<file path="config.mk">
export PLATFORM = sky130hd
export DESIGN_NAME = preemptive_priority_scheduler_core_flat
export DESIGN_NICKNAME = d
export VERILOG_FILES = /design/src/rtl/pps_pkg.sv /design/src/rtl/pps_ifs.sv /design/src/rtl/pps_ram.sv /design/src/rtl/pps_pick.sv /design/src/rtl/preemptive_priority_scheduler_core.sv /design/src/flat_wrapper.sv
export SDC_FILE = /design/constraint.sdc
export NUM_CORES = 2
export LEC_CHECK = 0
export BUFFER_PORTS_ARGS = -buffer_cell sky130_fd_sc_hd__buf_2
export CORE_UTILIZATION = 57
export DETAILED_ROUTE_END_ITERATION = 10
export PLACE_DENSITY = 0.86
export SYNTH_ARGS = -nofsm -noshare
export SYNTH_HDL_FRONTEND = slang
export SYNTH_SLANG_ARGS = --single-unit
</file>
<file path="constraint.sdc">
create_clock -name clk -period 9.8 [get_ports clk]
set_input_delay 0.98 -clock clk [delete_from_list [all_inputs] [get_ports clk]]
set_output_delay 0.98 -clock clk [all_outputs]
set_load 0.005 [all_outputs]
</file>
<file path="src/rtl/pps_pkg.sv">
// Shared types and constants of the preemptive priority scheduler.
`timescale 1ns / 1ps

package pps_pkg;

  // Item opcodes
  localparam logic [1:0] OP_LOAD    = 2'd0;
  localparam logic [1:0] OP_TICK    = 2'd1;
  localparam logic [1:0] OP_RESTART = 2'd2;

  // Input item
  typedef struct packed {
    logic [1:0]  op;
    logic [3:0]  slot;
    logic [15:0] arrival_time;
    logic [15:0] burst_length;
    logic [7:0]  priority_req;
  } pps_in_t;

  // Result item
  typedef struct packed {
    logic [3:0]  running_slot;
    logic        idle;
    logic [31:0] tick_time;
    logic        switched;
    logic        first_run;
    logic [31:0] response_time;
    logic        finished;
    logic [31:0] completion_time;
    logic [31:0] turnaround_time;
    logic [31:0] waiting_time;
    logic        all_done;
  } pps_out_t;

  // One process table entry as held in the memory
  typedef struct packed {
    logic [15:0] arrival;
    logic [15:0] burst;
    logic [15:0] remaining;
    logic [7:0]  prio;
  } pps_entry_t;

  // Control of the compare unit
  typedef struct packed {
    logic clear;   // drop the current best when an item is accepted
    logic check;   // read data holds an entry to compare this cycle
    logic busy;    // that entry is loaded and has work left
    logic sense;   // 1: higher number wins
  } pps_pick_ctl_t;

  // Sequencer states
  typedef enum logic [2:0] {
    ST_IDLE,
    ST_SCAN,
    ST_DRAIN,
    ST_UPDATE,
    ST_FINISH,
    ST_DONE
  } pps_state_t;

endpackage

</file>
<file path="src/rtl/pps_ifs.sv">
// Valid/ready channel interfaces for input and result items.
`timescale 1ns / 1ps

interface pps_in_if import pps_pkg::*; ();
  logic    valid;
  logic    ready;
  pps_in_t item;

  modport source (output valid, output item, input ready);
  modport sink   (input valid, input item, output ready);
endinterface

interface pps_out_if import pps_pkg::*; ();
  logic     valid;
  logic     ready;
  pps_out_t item;

  modport source (output valid, output item, input ready);
  modport sink   (input valid, input item, output ready);
endinterface

</file>
<file path="src/rtl/pps_ram.sv">
// Generic single-write, single-read RAM with registered read data.
`timescale 1ns / 1ps

module pps_ram #(
  parameter int WIDTH = 8,
  parameter int DEPTH = 16,
  localparam int AW   = (DEPTH > 1) ? $clog2(DEPTH) : 1
) (
  input  logic             clk,
  input  logic             we,
  input  logic [AW-1:0]    waddr,
  input  logic [WIDTH-1:0] wdata,
  input  logic [AW-1:0]    raddr,
  output logic [WIDTH-1:0] rdata
);

  logic [WIDTH-1:0] mem [DEPTH];

  // Write port
  always_ff @(posedge clk) begin
    if (we) begin
      mem[waddr] <= wdata;
    end
  end

  // Registered read port
  always_ff @(posedge clk) begin
    rdata <= mem[raddr];
  end

endmodule

</file>
<file path="src/rtl/pps_pick.sv">
// Compare unit: keeps the best ready entry seen so far during a table scan.
`timescale 1ns / 1ps

module pps_pick import pps_pkg::*; #(
  parameter int IDX_W = 4
) (
  input  logic          clk,
  input  logic          rst_n,
  input  pps_pick_ctl_t ctl,
  input  logic [IDX_W-1:0] idx,
  input  pps_entry_t    ent,
  input  logic [31:0]   now,
  output logic          found,
  output logic [IDX_W-1:0] best_idx,
  output pps_entry_t    best_ent
);

  logic             found_r;
  logic [IDX_W-1:0] best_idx_r;
  pps_entry_t       best_ent_r;
  logic             ready_ent;
  logic             wins;

  // Entry is a candidate when loaded, with work left, and already arrived
  assign ready_ent = ctl.check && ctl.busy && ({16'd0, ent.arrival} <= now);

  // Better priority wins; equal priority goes to earlier arrival, else keep the older
  always_comb begin
    if (ent.prio != best_ent_r.prio) begin
      wins = ctl.sense ? (ent.prio > best_ent_r.prio) : (ent.prio < best_ent_r.prio);
    end else begin
      wins = (ent.arrival < best_ent_r.arrival);
    end
  end

  always_ff @(posedge clk) begin
    if (!rst_n) begin
      found_r <= 1'b0;
    end else if (ctl.clear) begin
      found_r <= 1'b0;
    end else if (ready_ent) begin
      found_r <= 1'b1;
    end
  end

  // Hold the winner's index and record
  always_ff @(posedge clk) begin
    if (!ctl.clear && ready_ent && (!found_r || wins)) begin
      best_idx_r <= idx;
      best_ent_r <= ent;
    end
  end

  assign found    = found_r;
  assign best_idx = best_idx_r;
  assign best_ent = best_ent_r;

endmodule

</file>
<file path="src/rtl/preemptive_priority_scheduler_core.sv">
// Preemptive priority scheduler: process table, tick sequencer and result register.
`timescale 1ns / 1ps

// Takes one item at a time. A load, restart or unused opcode goes from acceptance
// straight to the result register, then the block takes the next item. A tick
// first scans the process table: the table sits in one memory with a single read
// port, and the tick walks it one entry per cycle through one compare unit, then
// writes back the chosen entry, computes the turnaround time and fills the result
// register, in that order. Results wait in an output register; a new result that
// finds it still full is held back until the sink takes the previous item. The
// priority sense register may be written only while the block is idle.

module preemptive_priority_scheduler_core import pps_pkg::*; #(
  parameter int SLOTS = 16
) (
  input  logic     clk,
  input  logic     rst_n,
  pps_in_if.sink   in_ch,
  pps_out_if.source out_ch,
  input  logic     cfg_we,
  input  logic     cfg_wdata
);

  localparam int IDX_W = $clog2(SLOTS);
  localparam int CNT_W = $clog2(SLOTS + 1);

  pps_state_t       state_r, state_nxt;
  logic             sense_r;
  logic [31:0]      time_r;
  logic [31:0]      tt_r;
  logic             prev_valid_r;
  logic [IDX_W-1:0] prev_idx_r;
  logic [SLOTS-1:0] busy_r;
  logic [SLOTS-1:0] started_r;
  logic [CNT_W-1:0] count_r;
  logic [IDX_W-1:0] scan_idx_r;
  logic [IDX_W-1:0] cmp_idx_r;
  logic             pend_r;
  logic             kind_r;
  logic             served_r;
  logic             switched_r;
  logic             first_r;
  logic             fin_r;
  logic [31:0]      resp_r;
  logic [31:0]      tat_r;
  logic             out_valid_r;
  pps_out_t         out_item_r;
  pps_out_t         out_item_nxt;

  logic             in_acc;
  logic             slot_ok;
  logic [IDX_W-1:0] load_idx;
  logic             load_busy;
  logic             ram_we;
  logic [IDX_W-1:0] ram_waddr;
  pps_entry_t       ram_wdata;
  pps_entry_t       ram_rdata;
  pps_pick_ctl_t    pick_ctl;
  logic             found;
  logic [IDX_W-1:0] best_idx;
  pps_entry_t       best_ent;
  logic [15:0]      rem_dec;
  logic             out_free;

  assign in_acc    = in_ch.valid && in_ch.ready;
  assign slot_ok   = ({28'd0, in_ch.item.slot} < 32'(SLOTS));
  assign load_idx  = IDX_W'(in_ch.item.slot);
  assign load_busy = (in_ch.item.burst_length != 16'd0);
  assign rem_dec   = best_ent.remaining - 16'd1;
  assign out_free  = !out_valid_r || out_ch.ready;

  // Process table memory
  pps_ram #(
    .WIDTH ($bits(pps_entry_t)),
    .DEPTH (SLOTS)
  ) u_ram (
    .clk   (clk),
    .we    (ram_we),
    .waddr (ram_waddr),
    .wdata (ram_wdata),
    .raddr (scan_idx_r),
    .rdata (ram_rdata)
  );

  // Compare unit
  assign pick_ctl.clear = in_acc;
  assign pick_ctl.check = pend_r;
  assign pick_ctl.busy  = busy_r[cmp_idx_r];
  assign pick_ctl.sense = sense_r;

  pps_pick #(
    .IDX_W (IDX_W)
  ) u_pick (
    .clk      (clk),
    .rst_n    (rst_n),
    .ctl      (pick_ctl),
    .idx      (cmp_idx_r),
    .ent      (ram_rdata),
    .now      (time_r),
    .found    (found),
    .best_idx (best_idx),
    .best_ent (best_ent)
  );

  // Next state and memory writes
  always_comb begin
    state_nxt = state_r;
    ram_we    = 1'b0;
    ram_waddr = load_idx;
    ram_wdata = '{arrival:   in_ch.item.arrival_time,
                  burst:     in_ch.item.burst_length,
                  remaining: in_ch.item.burst_length,
                  prio:      in_ch.item.priority_req};
    case (state_r)
      ST_IDLE: begin
        if (in_acc) begin
          if (in_ch.item.op == OP_TICK) begin
            state_nxt = ST_SCAN;
          end else begin
            state_nxt = ST_DONE;
          end
          ram_we = (in_ch.item.op == OP_LOAD) && slot_ok;
        end
      end
      ST_SCAN: begin
        if (scan_idx_r == IDX_W'(SLOTS - 1)) begin
          state_nxt = ST_DRAIN;
        end
      end
      ST_DRAIN: begin
        state_nxt = ST_UPDATE;
      end
      ST_UPDATE: begin
        ram_we    = found;
        ram_waddr = best_idx;
        ram_wdata = best_ent;
        ram_wdata.remaining = rem_dec;
        state_nxt = ST_FINISH;
      end
      ST_FINISH: begin
        state_nxt = ST_DONE;
      end
      ST_DONE: begin
        if (out_free) begin
          state_nxt = ST_IDLE;
        end
      end
      default: begin
        state_nxt = ST_IDLE;
      end
    endcase
  end

  assign in_ch.ready = (state_r == ST_IDLE);

  // Control state
  always_ff @(posedge clk) begin
    if (!rst_n) begin
      state_r      <= ST_IDLE;
      sense_r      <= 1'b0;
      time_r       <= '0;
      prev_valid_r <= 1'b0;
      busy_r       <= '0;
      started_r    <= '0;
      count_r      <= '0;
      scan_idx_r   <= '0;
      pend_r       <= 1'b0;
    end else begin
      state_r <= state_nxt;
      pend_r  <= (state_r == ST_SCAN);
      if (cfg_we) begin
        sense_r <= cfg_wdata;
      end
      case (state_r)
        ST_IDLE: begin
          scan_idx_r <= '0;
          if (in_acc && (in_ch.item.op == OP_LOAD) && slot_ok) begin
            // Replace the slot; keep the count of slots with work in step
            busy_r[load_idx]    <= load_busy;
            started_r[load_idx] <= 1'b0;
            if (busy_r[load_idx] && !load_busy) begin
              count_r <= count_r - CNT_W'(1);
            end else if (!busy_r[load_idx] && load_busy) begin
              count_r <= count_r + CNT_W'(1);
            end
          end else if (in_acc && (in_ch.item.op == OP_RESTART)) begin
            busy_r       <= '0;
            started_r    <= '0;
            count_r      <= '0;
            time_r       <= '0;
            prev_valid_r <= 1'b0;
          end
        end
        ST_SCAN: begin
          if (scan_idx_r != IDX_W'(SLOTS - 1)) begin
            scan_idx_r <= scan_idx_r + IDX_W'(1);
          end
        end
        ST_UPDATE: begin
          time_r       <= time_r + 32'd1;
          prev_valid_r <= found;
          if (found) begin
            started_r[best_idx] <= 1'b1;
            if (rem_dec == 16'd0) begin
              busy_r[best_idx] <= 1'b0;
              count_r          <= count_r - CNT_W'(1);
            end
          end
        end
        default: begin
        end
      endcase
    end
  end

  // Per-tick working values
  always_ff @(posedge clk) begin
    if (state_r == ST_SCAN) begin
      cmp_idx_r <= scan_idx_r;
    end
    if (in_acc) begin
      kind_r <= (in_ch.item.op == OP_TICK);
      tt_r   <= time_r;
    end
    if (state_r == ST_UPDATE) begin
      served_r   <= found;
      switched_r <= !prev_valid_r || (prev_idx_r != best_idx);
      first_r    <= !started_r[best_idx];
      fin_r      <= (rem_dec == 16'd0);
      resp_r     <= time_r - {16'd0, best_ent.arrival};
      prev_idx_r <= best_idx;
    end
    if (state_r == ST_FINISH) begin
      // time_r now holds the completion time
      tat_r <= time_r - {16'd0, best_ent.arrival};
    end
  end

  // Result register
  always_ff @(posedge clk) begin
    if (!rst_n) begin
      out_valid_r <= 1'b0;
    end else if ((state_r == ST_DONE) && out_free) begin
      out_valid_r <= 1'b1;
    end else if (out_ch.ready) begin
      out_valid_r <= 1'b0;
    end
  end

  // Assemble the result item
  always_comb begin
    out_item_nxt          = '0;
    out_item_nxt.idle     = !(kind_r && served_r);
    out_item_nxt.all_done = (count_r == '0);
    if (kind_r) begin
      out_item_nxt.tick_time = tt_r;
    end
    if (kind_r && served_r) begin
      out_item_nxt.running_slot  = 4'(best_idx);
      out_item_nxt.switched      = switched_r;
      out_item_nxt.first_run     = first_r;
      out_item_nxt.response_time = first_r ? resp_r : 32'd0;
      out_item_nxt.finished      = fin_r;
      if (fin_r) begin
        out_item_nxt.completion_time = time_r;
        out_item_nxt.turnaround_time = tat_r;
        out_item_nxt.waiting_time    = tat_r - {16'd0, best_ent.burst};
      end
    end
  end

  always_ff @(posedge clk) begin
    if ((state_r == ST_DONE) && out_free) begin
      out_item_r <= out_item_nxt;
    end
  end

  assign out_ch.valid = out_valid_r;
  assign out_ch.item  = out_item_r;

endmodule

</file>
<file path="src/flat_wrapper.sv">
// flat-port wrapper written by rule: the top's interface ports become plain ports
module preemptive_priority_scheduler_core_flat import pps_pkg::*;
#(
  parameter int SLOTS = 16
)
  (clk, rst_n, cfg_we, cfg_wdata, in_ch_valid, in_ch_item, in_ch_ready, out_ch_valid, out_ch_item, out_ch_ready);
  pps_in_if in_ch_i ();
  pps_out_if out_ch_i ();
  input  logic clk;
  input  logic rst_n;
  input  logic cfg_we;
  input  logic cfg_wdata;
  input wire logic [$bits(in_ch_i.valid)-1:0] in_ch_valid;
  input wire logic [$bits(in_ch_i.item)-1:0] in_ch_item;
  output wire logic [$bits(in_ch_i.ready)-1:0] in_ch_ready;
  output wire logic [$bits(out_ch_i.valid)-1:0] out_ch_valid;
  output wire logic [$bits(out_ch_i.item)-1:0] out_ch_item;
  input wire logic [$bits(out_ch_i.ready)-1:0] out_ch_ready;
  assign in_ch_i.valid = in_ch_valid;
  assign in_ch_i.item = in_ch_item;
  assign in_ch_ready = in_ch_i.ready;
  assign out_ch_valid = out_ch_i.valid;
  assign out_ch_item = out_ch_i.item;
  assign out_ch_i.ready = out_ch_ready;
  preemptive_priority_scheduler_core #(.SLOTS(SLOTS)) u_core (.clk(clk), .rst_n(rst_n), .in_ch(in_ch_i), .out_ch(out_ch_i), .cfg_we(cfg_we), .cfg_wdata(cfg_wdata));
endmodule
</file>
==> results.sh <==
export IMPL_status="complete, no violations"
export IMPL_syn_avg_cell_area_um2=17.7
export IMPL_pre_cts_slack_ns=5.12
export IMPL_drv_cap=0
export IMPL_syn_nets=3231
export IMPL_clock_root_buffer="clkbuf_16"
export IMPL_tns_ns=0
export IMPL_ys_seq_area_share_pct=72.6
export IMPL_post_cts_resized=0
export IMPL_path_clk_slew_ns=0.07
export IMPL_routabilityCongestion=0.926
export IMPL_end_kind="flip-flop"
export IMPL_setup_ws_ns=4.91
export IMPL_io_buffer_count=222
export IMPL_r2r_start="u_core.state_r[2]$_SDFFE_PN0P_"
export IMPL_setup_worst_path_start="u_core.state_r[2]$_SDFFE_PN0P_"
export IMPL_setup_viol=0
export IMPL_power_density_mw_per_mm2=207
export IMPL_slew_headroom_pct=15.2
export IMPL_vias_per_cell=6.61
export IMPL_grt_max_degree=170
export IMPL_synth_top_cells_by_count="1234 x edfxtp_1, 295 x mux4_2, 179 x nor2_1"
export IMPL_yosysWarnings=0
export IMPL_num_rows=113
export IMPL_vias=31400
export IMPL_required_ns=10.18
export IMPL_areaGrowthSynthToFinish_pct=13.4
export IMPL_fill_cells=5876
export IMPL_design_area_mm2=0.0622
export IMPL_avgRoutedWirePerCell_um=29.2
export IMPL_grt_usage_pct=28.7
export IMPL_drc=0
export IMPL_rsz0062_at_grt="false"
export IMPL_netlist_instances=3098
export IMPL_fmax_mhz=205
export IMPL_arrival_ns=5.26
export IMPL_grt_pass1_wl_mm=204
export IMPL_synth_area_top_cells="edfxtp_1 68%, mux4_2 12%, dfxtp_1 5.0%, ha_1 1.8%, and2_1 1.3%"
export IMPL_path_class="flip-flop to flip-flop"
export IMPL_drive_above_1_share_pct=24.5
export IMPL_fp_dieArea_mm2=0.0974
export IMPL_drv_slew=0
export IMPL_fin_worst_skew_ns=0.0317
export IMPL_start_util_pct=57.6
export IMPL_synth_edf_count=1234
export IMPL_worstHoldStart="u_core.u_ram.rdata[11]$_DFF_P_"
export IMPL_cts_tree="built"
export IMPL_worstSetupStartpointType="flip-flop"
export IMPL_critPathMaxFanout=67
export IMPL_ys_ff_latch=1371
export IMPL_core_area_mm2=0.0952
export IMPL_placed_cell_area_mm2=0.0577
export IMPL_clk_latency_ns=0.77
export IMPL_drt_pre_antenna_iters=8
export IMPL_routed_wl_mm=139
export IMPL_cts_htree_levels=4
export IMPL_dp_hpwl_mm=77.2
export IMPL_cts_made_buffers=132
export IMPL_synth_top_area_share_pct=67.6
export IMPL_ios=223
export IMPL_finalCritPeriodShare_pct=49.9
export IMPL_die_h_um=312
export IMPL_worst_hold_path_type="flip-flop to flip-flop"
export IMPL_post_cts_setup_buffer_count=0
export IMPL_clock_sinks=1371
export IMPL_synth_ff_type="edfxtp_1"
export IMPL_syn_area_mm2=0.0548
export IMPL_layout_min_cycle_time_ns=4.89
export IMPL_p_leak_nw=20.4
export IMPL_finalPower_mw=12.9
export IMPL_fin_nets=3515
export IMPL_ys_async_sr_fraction_pct=0
export IMPL_yosysMostFrequentCell="edfxtp_1"
export IMPL_vdd_ir_drop_worst_uv=139
export IMPL_ys_types=78
export IMPL_antenna_found_initial=6
export IMPL_first_global_vias=31100
export IMPL_postRouteAntennaNets=0
export IMPL_yosys_area_top_type="edfxtp_1"
export IMPL_die_x_um=312
export IMPL_hold_viol=0
export IMPL_hold_ws_ns=0.400
export IMPL_cts_hold_buf=0
export IMPL_drt_initial_drc_count=4405
export IMPL_overflow=0
export IMPL_clockBufferDepth=3
export IMPL_worstMarginPinSlew_ns=1.27
[critical path: stages, from the launching register on]
cell	delay [ns]
dfxtp_1	0.39
inv_1	0.25
nand3_4	0.53
buf_4	0.57
inv_2	0.37
and2_1	0.30
a22oi_1	0.30
nor2_4	1.07
buf_4	0.61
[cells by family (layout without fill, tap and decap cells)]
kind of cell,Yosys count,count (layout),synth area share (%)
flops,1371,1371,72.6
simple gates,669,669,6.15
compound gates,352,352,4.16
mux,307,307,12.4
buf+inv,244,637,1.68
fa+ha+maj,81,81,1.88
xor+xnor,74,74,1.18
other cells,0,4,0
[report_power, final]
part           switching (mW)  internal (mW)  leakage, nW
sequential              0.100           6.58         12.2
clock                    2.28           2.94         2.14
combinational           0.568          0.427         6.05
total                    2.95           9.95         20.4
[layout make-up]
cell class,count,area [um2],area share [%]
timing repair buffer,301,1730,2.78
sequential,1371,39800,64.0
antenna,4,10.0,0.0161
clock inverter,64,790,1.27
multi-input combinational,1483,14300,23.0
clock buffer,179,3630,5.84
inverter,93,349,0.561
tap,1265,1580,2.55
[per-layer routing]
metal	vias up	wire length [um]	GRT usage, %
met3	456	14300	6.19
met4	8	6030	12.0
li1	12800	-	-
met2	2479	69200	47.4
met1	15700	49500	37.3
met5	-	56	0
[registers in the layout, summed over array words and instances, names as in the netlist, 32 cells and up]
register,flops
u_core.tt_r,32
u_core.time_r,32
u_core.u_ram.rdata,56
u_core.out_ch.item,169
u_core.u_ram.mem,896
u_core.tat_r,32
u_core.resp_r,32
u_core.u_pick.best_ent,56
[final timing paths]
kind / depth (start not counted) / slack (ns) / to
min reg2reg: 0 / 0.40 / u_core.u_pick.best_ent[11]$_DFFE_PP_
max reg2reg: 8 / 4.91 / u_core.u_ram.mem[0][1]$_DFFE_PP_
min: 0 / 0.40 / u_core.u_pick.best_ent[11]$_DFFE_PP_
max: 8 / 4.91 / u_core.u_ram.mem[0][1]$_DFFE_PP_
[per-stage QoR]
step                cells  util [%]
finish               4760      65.3
global route         4756      65.3
CTS                  4756      65.3
detailed placement   4513      60.7
global placement     4513      60.7
floorplan            3098         -
[cells in the final DEF, fill, tap and decap left out, drive strengths merged, types with 5 or more instances in the layout]
master	n
a2111o	5
a2111oi	5
a211oi	13
a21o	32
a21oi	67
a22oi	19
a31o	8
a31oi	26
and2	114
and3	17
and4	6
buf	301
bufinv	11
clkbuf	179
clkinv	37
clkinvlp	7
dfxtp	137
edfxtp	1234
ha	79
inv	102
mux2	9
mux4	295
nand2	142
nand2b	15
nand3	41
nand4	24
nor2	180
nor2b	23
nor3	40
nor4	22
o211ai	12
o21a	7
o21ai	114
o31ai	5
or2	5
or3	14
or4	11
xnor2	55
xor2	19
No activity file was read; power rests on OpenSTA's default activity.
